--- config.mk ---
export PLATFORM = sky130hd
export DESIGN_NAME = sst_ctrl
export DESIGN_NICKNAME = d
export VERILOG_FILES = /design/src/hw/rtl/sst_pkg.sv /design/src/hw/rtl/sst_ctrl.sv
export SDC_FILE = /design/constraint.sdc
export NUM_CORES = 1
export LEC_CHECK = 0
export ABC_AREA = 1
export BUFFER_PORTS_ARGS = -buffer_cell sky130_fd_sc_hd__buf_4
export CAP_MARGIN = 20
export CORE_AREA = 2 2 39 41
export DETAILED_ROUTE_END_ITERATION = 6
export DIE_AREA = 0 0 41 43
export GPL_ROUTABILITY_DRIVEN = 0
export GPL_TIMING_DRIVEN = 0
export PLACE_DENSITY = 0.34
export SLEW_MARGIN = 20
export SYNTH_ARGS = -nofsm -noshare
export SYNTH_HDL_FRONTEND = slang
export SYNTH_SLANG_ARGS = --single-unit
--- constraint.sdc ---
create_clock -name clock -period 1.3 [get_ports clock]
set_input_delay 0.13 -clock clock [delete_from_list [all_inputs] [get_ports clock]]
set_output_delay 0.13 -clock clock [all_outputs]
set_load 0.02 [all_outputs]
--- src/hw/rtl/sst_pkg.sv ---
// shared types and codes for the scoped symbol table
package sst_pkg;

   localparam int CMD_BITS        = 2;
   localparam int KEY_FIELD_BITS  = 32;
   localparam int LINE_FIELD_BITS = 20;
   localparam int STATUS_BITS     = 2;

   localparam logic [CMD_BITS-1:0] CMD_ENTER   = 2'd0;
   localparam logic [CMD_BITS-1:0] CMD_EXIT    = 2'd1;
   localparam logic [CMD_BITS-1:0] CMD_DECLARE = 2'd2;
   localparam logic [CMD_BITS-1:0] CMD_FIND    = 2'd3;

   localparam logic [STATUS_BITS-1:0] ST_OK        = 2'd0;
   localparam logic [STATUS_BITS-1:0] ST_REFUSED   = 2'd1;
   localparam logic [STATUS_BITS-1:0] ST_CAPACITY  = 2'd2;
   localparam logic [STATUS_BITS-1:0] ST_NOT_FOUND = 2'd3;

   typedef struct packed {
      logic [CMD_BITS-1:0]        command;
      logic [KEY_FIELD_BITS-1:0]  symbol_key;
      logic [LINE_FIELD_BITS-1:0] line_number;
   } sst_req_type;

   typedef struct packed {
      logic [STATUS_BITS-1:0]     status;
      logic [LINE_FIELD_BITS-1:0] found_line;
   } sst_rsp_type;

   typedef struct packed {
      logic load;
      logic check;
      logic scan;
      logic rsp_load;
   } sst_ctrl_type;

   typedef struct packed {
      logic quick;
      logic scan_stop;
   } sst_stat_type;

endpackage

--- src/hw/rtl/sst_ctrl.sv ---
// controller state machine for the scoped symbol table
module sst_ctrl (
   input  logic                  clock,
   input  logic                  reset,
   input  logic                  req_valid,
   output logic                  req_stall,
   output logic                  rsp_valid,
   input  logic                  rsp_stall,
   output sst_pkg::sst_ctrl_type ctrl,
   input  sst_pkg::sst_stat_type stat
);

   localparam logic [1:0] S_IDLE  = 2'd0;
   localparam logic [1:0] S_CHECK = 2'd1;
   localparam logic [1:0] S_SCAN  = 2'd2;
   localparam logic [1:0] S_DONE  = 2'd3;

   logic [1:0] state_ff;
   logic [1:0] state_in;
   logic       rsp_valid_ff;
   logic       rsp_valid_in;
   logic       accept;
   logic       slot_free;

   assign req_stall = (state_ff != S_IDLE);
   assign accept    = req_valid && !req_stall;
   assign slot_free = !rsp_valid_ff || !rsp_stall;
   assign rsp_valid = rsp_valid_ff;

   always_comb begin
      state_in     = state_ff;
      ctrl         = '0;
      rsp_valid_in = rsp_valid_ff && rsp_stall;
      case (state_ff)
         S_IDLE: begin
            if (accept) begin
               ctrl.load = 1'b1;
               state_in  = S_CHECK;
            end
         end
         S_CHECK: begin
            ctrl.check = 1'b1;
            state_in   = stat.quick ? S_DONE : S_SCAN;
         end
         S_SCAN: begin
            ctrl.scan = 1'b1;
            if (stat.scan_stop) begin
               state_in = S_DONE;
            end
         end
         S_DONE: begin
            if (slot_free) begin
               ctrl.rsp_load = 1'b1;
               rsp_valid_in  = 1'b1;
               state_in      = S_IDLE;
            end
         end
         default: begin
            state_in = S_IDLE;
         end
      endcase
   end

   always_ff @(posedge clock) begin
      if (reset) begin
         state_ff     <= S_IDLE;
         rsp_valid_ff <= 1'b0;
      end else begin
         state_ff     <= state_in;
         rsp_valid_ff <= rsp_valid_in;
      end
   end

`ifndef ASSERT_OFF
   a_accept_to_check: assert property (@(posedge clock) disable iff (reset)
      (req_valid && !req_stall) |=> (state_ff == S_CHECK))
      else $error("accepted request did not start a check");

   a_rsp_from_done: assert property (@(posedge clock) disable iff (reset)
      $rose(rsp_valid_ff) |-> ($past(state_ff) == S_DONE))
      else $error("response raised outside done");

   a_done_drains: assert property (@(posedge clock) disable iff (reset)
      (state_ff == S_DONE && !rsp_valid_ff) |=> (state_ff == S_IDLE && rsp_valid_ff))
      else $error("done with free slot did not deliver");
`endif

endmodule

=== Word-level counts from Yosys, hierarchy flattened ===
Cells that the tools add are included.

* Word-level logic and storage cells: 30
* Register bits after elaboration: 3
* Input port bits: 6

* Reduce and logical (&&, ||, !) cells: 9
* Equal/unequal tests: 6
* Multiplexer cells: 13

{| class="wikitable"
|+ Operators with widths
! kind !! number
|-
| 1-bit 2-to-1 mux || 9
|-
| 2-bit one-hot mux with 4 select lines || 1
|-
| 2-bit 2-to-1 mux || 3
|-
| 2-bit != test, second input constant || 3
|-
| 2-bit == test, second input constant || 2
|-
| 1-bit logical NOT || 3
|-
| 3-bit AND reduction || 1
|-
| 2-bit by 1-bit == test with 1-bit output, second input constant || 1
|-
| 1-bit logical AND || 2
|-
| 2-bit logical NOT || 1
|-
| 2-bit nonzero test || 1
|-
| 1-bit logical OR || 1
|}

=== Logic depth before layout (Yosys ltp) ===
* Depth in word-level cells: 5
* Gate-level depth with buffers: 7
* Depth with buffers taken out: 7

=== Worst setup path before layout ===
Ideal clock, no wire load.

* Kind: flip-flop to flip-flop
* Start point: register state_ff[0]
* End point: register state_ff[0]
* Cell stages (with the launch flop): 7
* Buffers on the path: 0
* Period minus slack after synthesis: 1,167 ps
* Setup time: 113 ps
* Slack: 133 ps
* Data required time: 1,187 ps
* Data arrival time: 1,055 ps
* Path through: dfxtp_1 inv_2 ha_1 nand2_1 nand3_2 nor2_1 nor2_1

* Word-level cells in the longest chain between the ends: 5
* Elaborated cells on any way between the ends: 12

{| class="wikitable"
|+ RTL lines
! element !! RTL line !! source
|-
| from (decl) || sst_ctrl.sv:18 || <nowiki>logic [1:0] state_ff;</nowiki>
|-
| from (signal assigned) || sst_ctrl.sv:69 || <nowiki>state_ff <= state_in;</nowiki>
|-
| 2-bit nonzero test || sst_ctrl.sv:25 || <nowiki>assign req_stall = (state_ff != S_IDLE);</nowiki>
|-
| 1-bit logical NOT || sst_ctrl.sv:26 || <nowiki>assign accept = req_valid && !req_stall;</nowiki>
|-
| 1-bit logical AND || sst_ctrl.sv:26 ||
|-
| 2-bit != test (no source line) || - ||
|-
| 3-bit AND reduction (no source line) || - ||
|}

Several ways; a longest one is shown, not always the timed one.
A chain may end at the register's enable or synchronous reset.

==> results.tsv <==
metric	value	unit
outcome	finished clean	
hp-class	primary input to flop	
clk_pin_slew	0.04	ns
yosysSeqAreaShare	25.1	%
number_of_placement_rows	14	
non_filler_cells_final	66	
report.final.slew_viol_count	0	
synthDominantAreaCellType	sky130_fd_sc_hd__ha_1	
gr-total-overflow	0	
netlist_cell_types	10	
floorplan.initialDensity	17.3	%
post_route_cells_drive_above_1_share	40.0	%
drt_pass1_iterations	3	
finalWorstPathRequiredPeriod	1.22	ns
synth_ff_type	sky130_fd_sc_hd__dfxtp_1	
drc	0	
slew-limit-headroom	87.9	%
met1Wirelength	196	um
antenna_left	0	
async_reset_ff_share	0	%
cts_tree	yes	
transition_time_at_the_pin_with_the_least_slew_margin	0.181	ns
setup_repair_bufs_after_cts	0	
yosys-top-cells-count	sky130_fd_sc_hd__nand2_1, sky130_fd_sc_hd__inv_1, sky130_fd_sc_hd__ha_1	
hold-worst-slack	0.0703	ns
route.final.wire_length	518	um
dpl.cell_count	62	
dieArea	1760	um^2
pre_cts_slack	0.120	ns
cp-endpoint	ctrl[3]	
cts_made_buffers	3	
dr_wl_met3	31	um
syn-num-nets	46	
worst-setup-path-type	flop to output port	
finalSetupTns	0	ns
cap_violations	0	
clock_tree.buffer_depth	2	
ys_top_cells_by_area	sky130_fd_sc_hd__ha_1, sky130_fd_sc_hd__dfxtp_1, sky130_fd_sc_hd__nand2_1, sky130_fd_sc_hd__inv_1, sky130_fd_sc_hd__a21oi_1	
place_hpwl	417	um
netlist_area	239	um^2
postSynthAreaPerCell	6.83	um^2
wire_length_of_the_first_global_routing_pass	772	um
nFillCells	163	
cellPowerDensity	2390	nW/um^2
synth_top_area_share	26.2	%
final_cell_area	383	um^2
critical_path.max_fanout	4	
ios	12	
insertion_delay	0.23	ns
root_buffer	sky130_fd_sc_hd__clkbuf_4	
finalHoldViolCount	0	
finish.net_count	62	
crit_path_from	state_ff[1]$_SDFFE_PP0P_	
route.detailed.wl_per_inst	7.85	um
route.top_layer_used	met3	
num_vias	254	
insertedDiodeCount	0	
max_freq	817	MHz
p_leak	0.214	nW
core	1380	um^2
h-tree-depth	1	
data_arrival_time_at_the_worst_slack_endpoint	1.09	ns
regToRegStartpoint	state_ff[0]$_SDFFE_PP0P_	
unrepaired_setup_endpoints_after_global_routing	false	
final_core_utilization	27.7	%
worstReg2RegEnd	state_ff[0]$_SDFFE_PP0P_	
dr.first_iter.drc_count	3	
place_area	342	um^2
crit_path_end_kind	output port	
seq_cells_post_synth	3	
max-vdd-ir-drop	485	uV
grt_antenna_before_repair	0	
floorplan.die.width	41	um
report.final.setup_viol	0	
synth-edff-count	0	
synthCells	35	
clock_sinks	3	
fin_skew	0.000840	ns
vias_per_cell	3.85	
areaGrowthSynthToFinish	60.2	%
ys.warnings.count	0	
worst_setup_path_start_kind	flop	
height_of_the_die	43	um
holdPathStages	2	
finalPower	0.914	mW
io_buffer_count	11	
cp_data_required_time	1.17	ns
groute.usage.overall	6.82	%
grt_start_max_net_pins	6	
period_share	94.2	%
reg2regPathDepth	6	
reg2reg_setup_slack	0.19	ns
grt_pass1_vias	229	
most_frequent_cell_after_synthesis	sky130_fd_sc_hd__nand2_1	
route.met2.wl	290	um
fin_ws	0.0753	ns
cell type report:
class | count | area, um^2 | share of cell area, %
flip-flops and latches | 3 | 62.6 | 16.3
inverters | 8 | 30.0 | 7.84
multi-input cells | 24 | 161 | 42.2
clock buffers | 4 | 26.3 | 6.86
repair buffers | 11 | 82.6 | 21.6
well taps | 16 | 20.0 | 5.23
sequential cells by signal, summed over array words and instances (netlist names):
| register | flops |
|---|---|
| rsp_valid | 1 |
| state_ff | 2 |
layer usage:
layer | vias to the layer above | track usage [%]
met5 | - | 0
met3 | 0 | 3.14
li1 | 135 | -
met4 | 0 | 6.00
met1 | 114 | 5.13
met2 | 5 | 11.6
cell families after synthesis:
family | Yosys count | share of synthesized area, %
flops | 3 | 25.1
compound gates | 3 | 6.28
simple gates | 16 | 29.8
fa+ha+maj | 5 | 26.2
buf+inv | 8 | 12.6
cells in the final DEF, fill, tap and decap left out:
master,instances
sky130_fd_sc_hd__dfxtp_2,2
sky130_fd_sc_hd__nor2_1,4
sky130_fd_sc_hd__nand2_2,1
sky130_fd_sc_hd__nand3_2,1
sky130_fd_sc_hd__inv_2,1
sky130_fd_sc_hd__clkbuf_4,3
sky130_fd_sc_hd__nand3_1,2
sky130_fd_sc_hd__buf_4,11
sky130_fd_sc_hd__a21oi_1,3
sky130_fd_sc_hd__inv_1,7
sky130_fd_sc_hd__dfxtp_1,1
sky130_fd_sc_hd__clkbuf_1,1
sky130_fd_sc_hd__ha_1,4
sky130_fd_sc_hd__nand2_1,8
sky130_fd_sc_hd__ha_4,1
critical path, cell delays in order, from the launching register on:
cell and delay (ns):
sky130_fd_sc_hd__dfxtp_2 0.34, sky130_fd_sc_hd__inv_1 0.11, sky130_fd_sc_hd__ha_4 0.18, sky130_fd_sc_hd__nand2_1 0.06
sky130_fd_sc_hd__inv_1 0.03, sky130_fd_sc_hd__buf_4 0.14
how the worst min path moves through the flow:
stage          startpoint  slack [ns]                   end
2_1_floorplan       reset        0.20  rsp_valid$_SDFF_PP0_
3_3_place_gp        reset        0.30  rsp_valid$_SDFF_PP0_
3_5_place_dp        reset        0.31  rsp_valid$_SDFF_PP0_
4_1_cts             reset        0.06  rsp_valid$_SDFF_PP0_
5_1_grt             reset        0.06  rsp_valid$_SDFF_PP0_
6_report            reset        0.07  rsp_valid$_SDFF_PP0_
where the power goes:
group	internal (mW)	total, mW	switching [mW]	leakage (nW)
logic	0.247	0.577	0.329	0.174
registers	0.137	0.176	0.0392	0.0253
clock network	0.115	0.161	0.0458	0.0150
total	0.499	0.914	0.414	0.214
timing repair:
item	in CTS	in global routing
pin swaps	0	0
hold endpoints to repair	0	0
setup endpoints to repair	1	1
hold buffers	0	0
resized for setup	2	2
(Power assumes the default switching activity.)
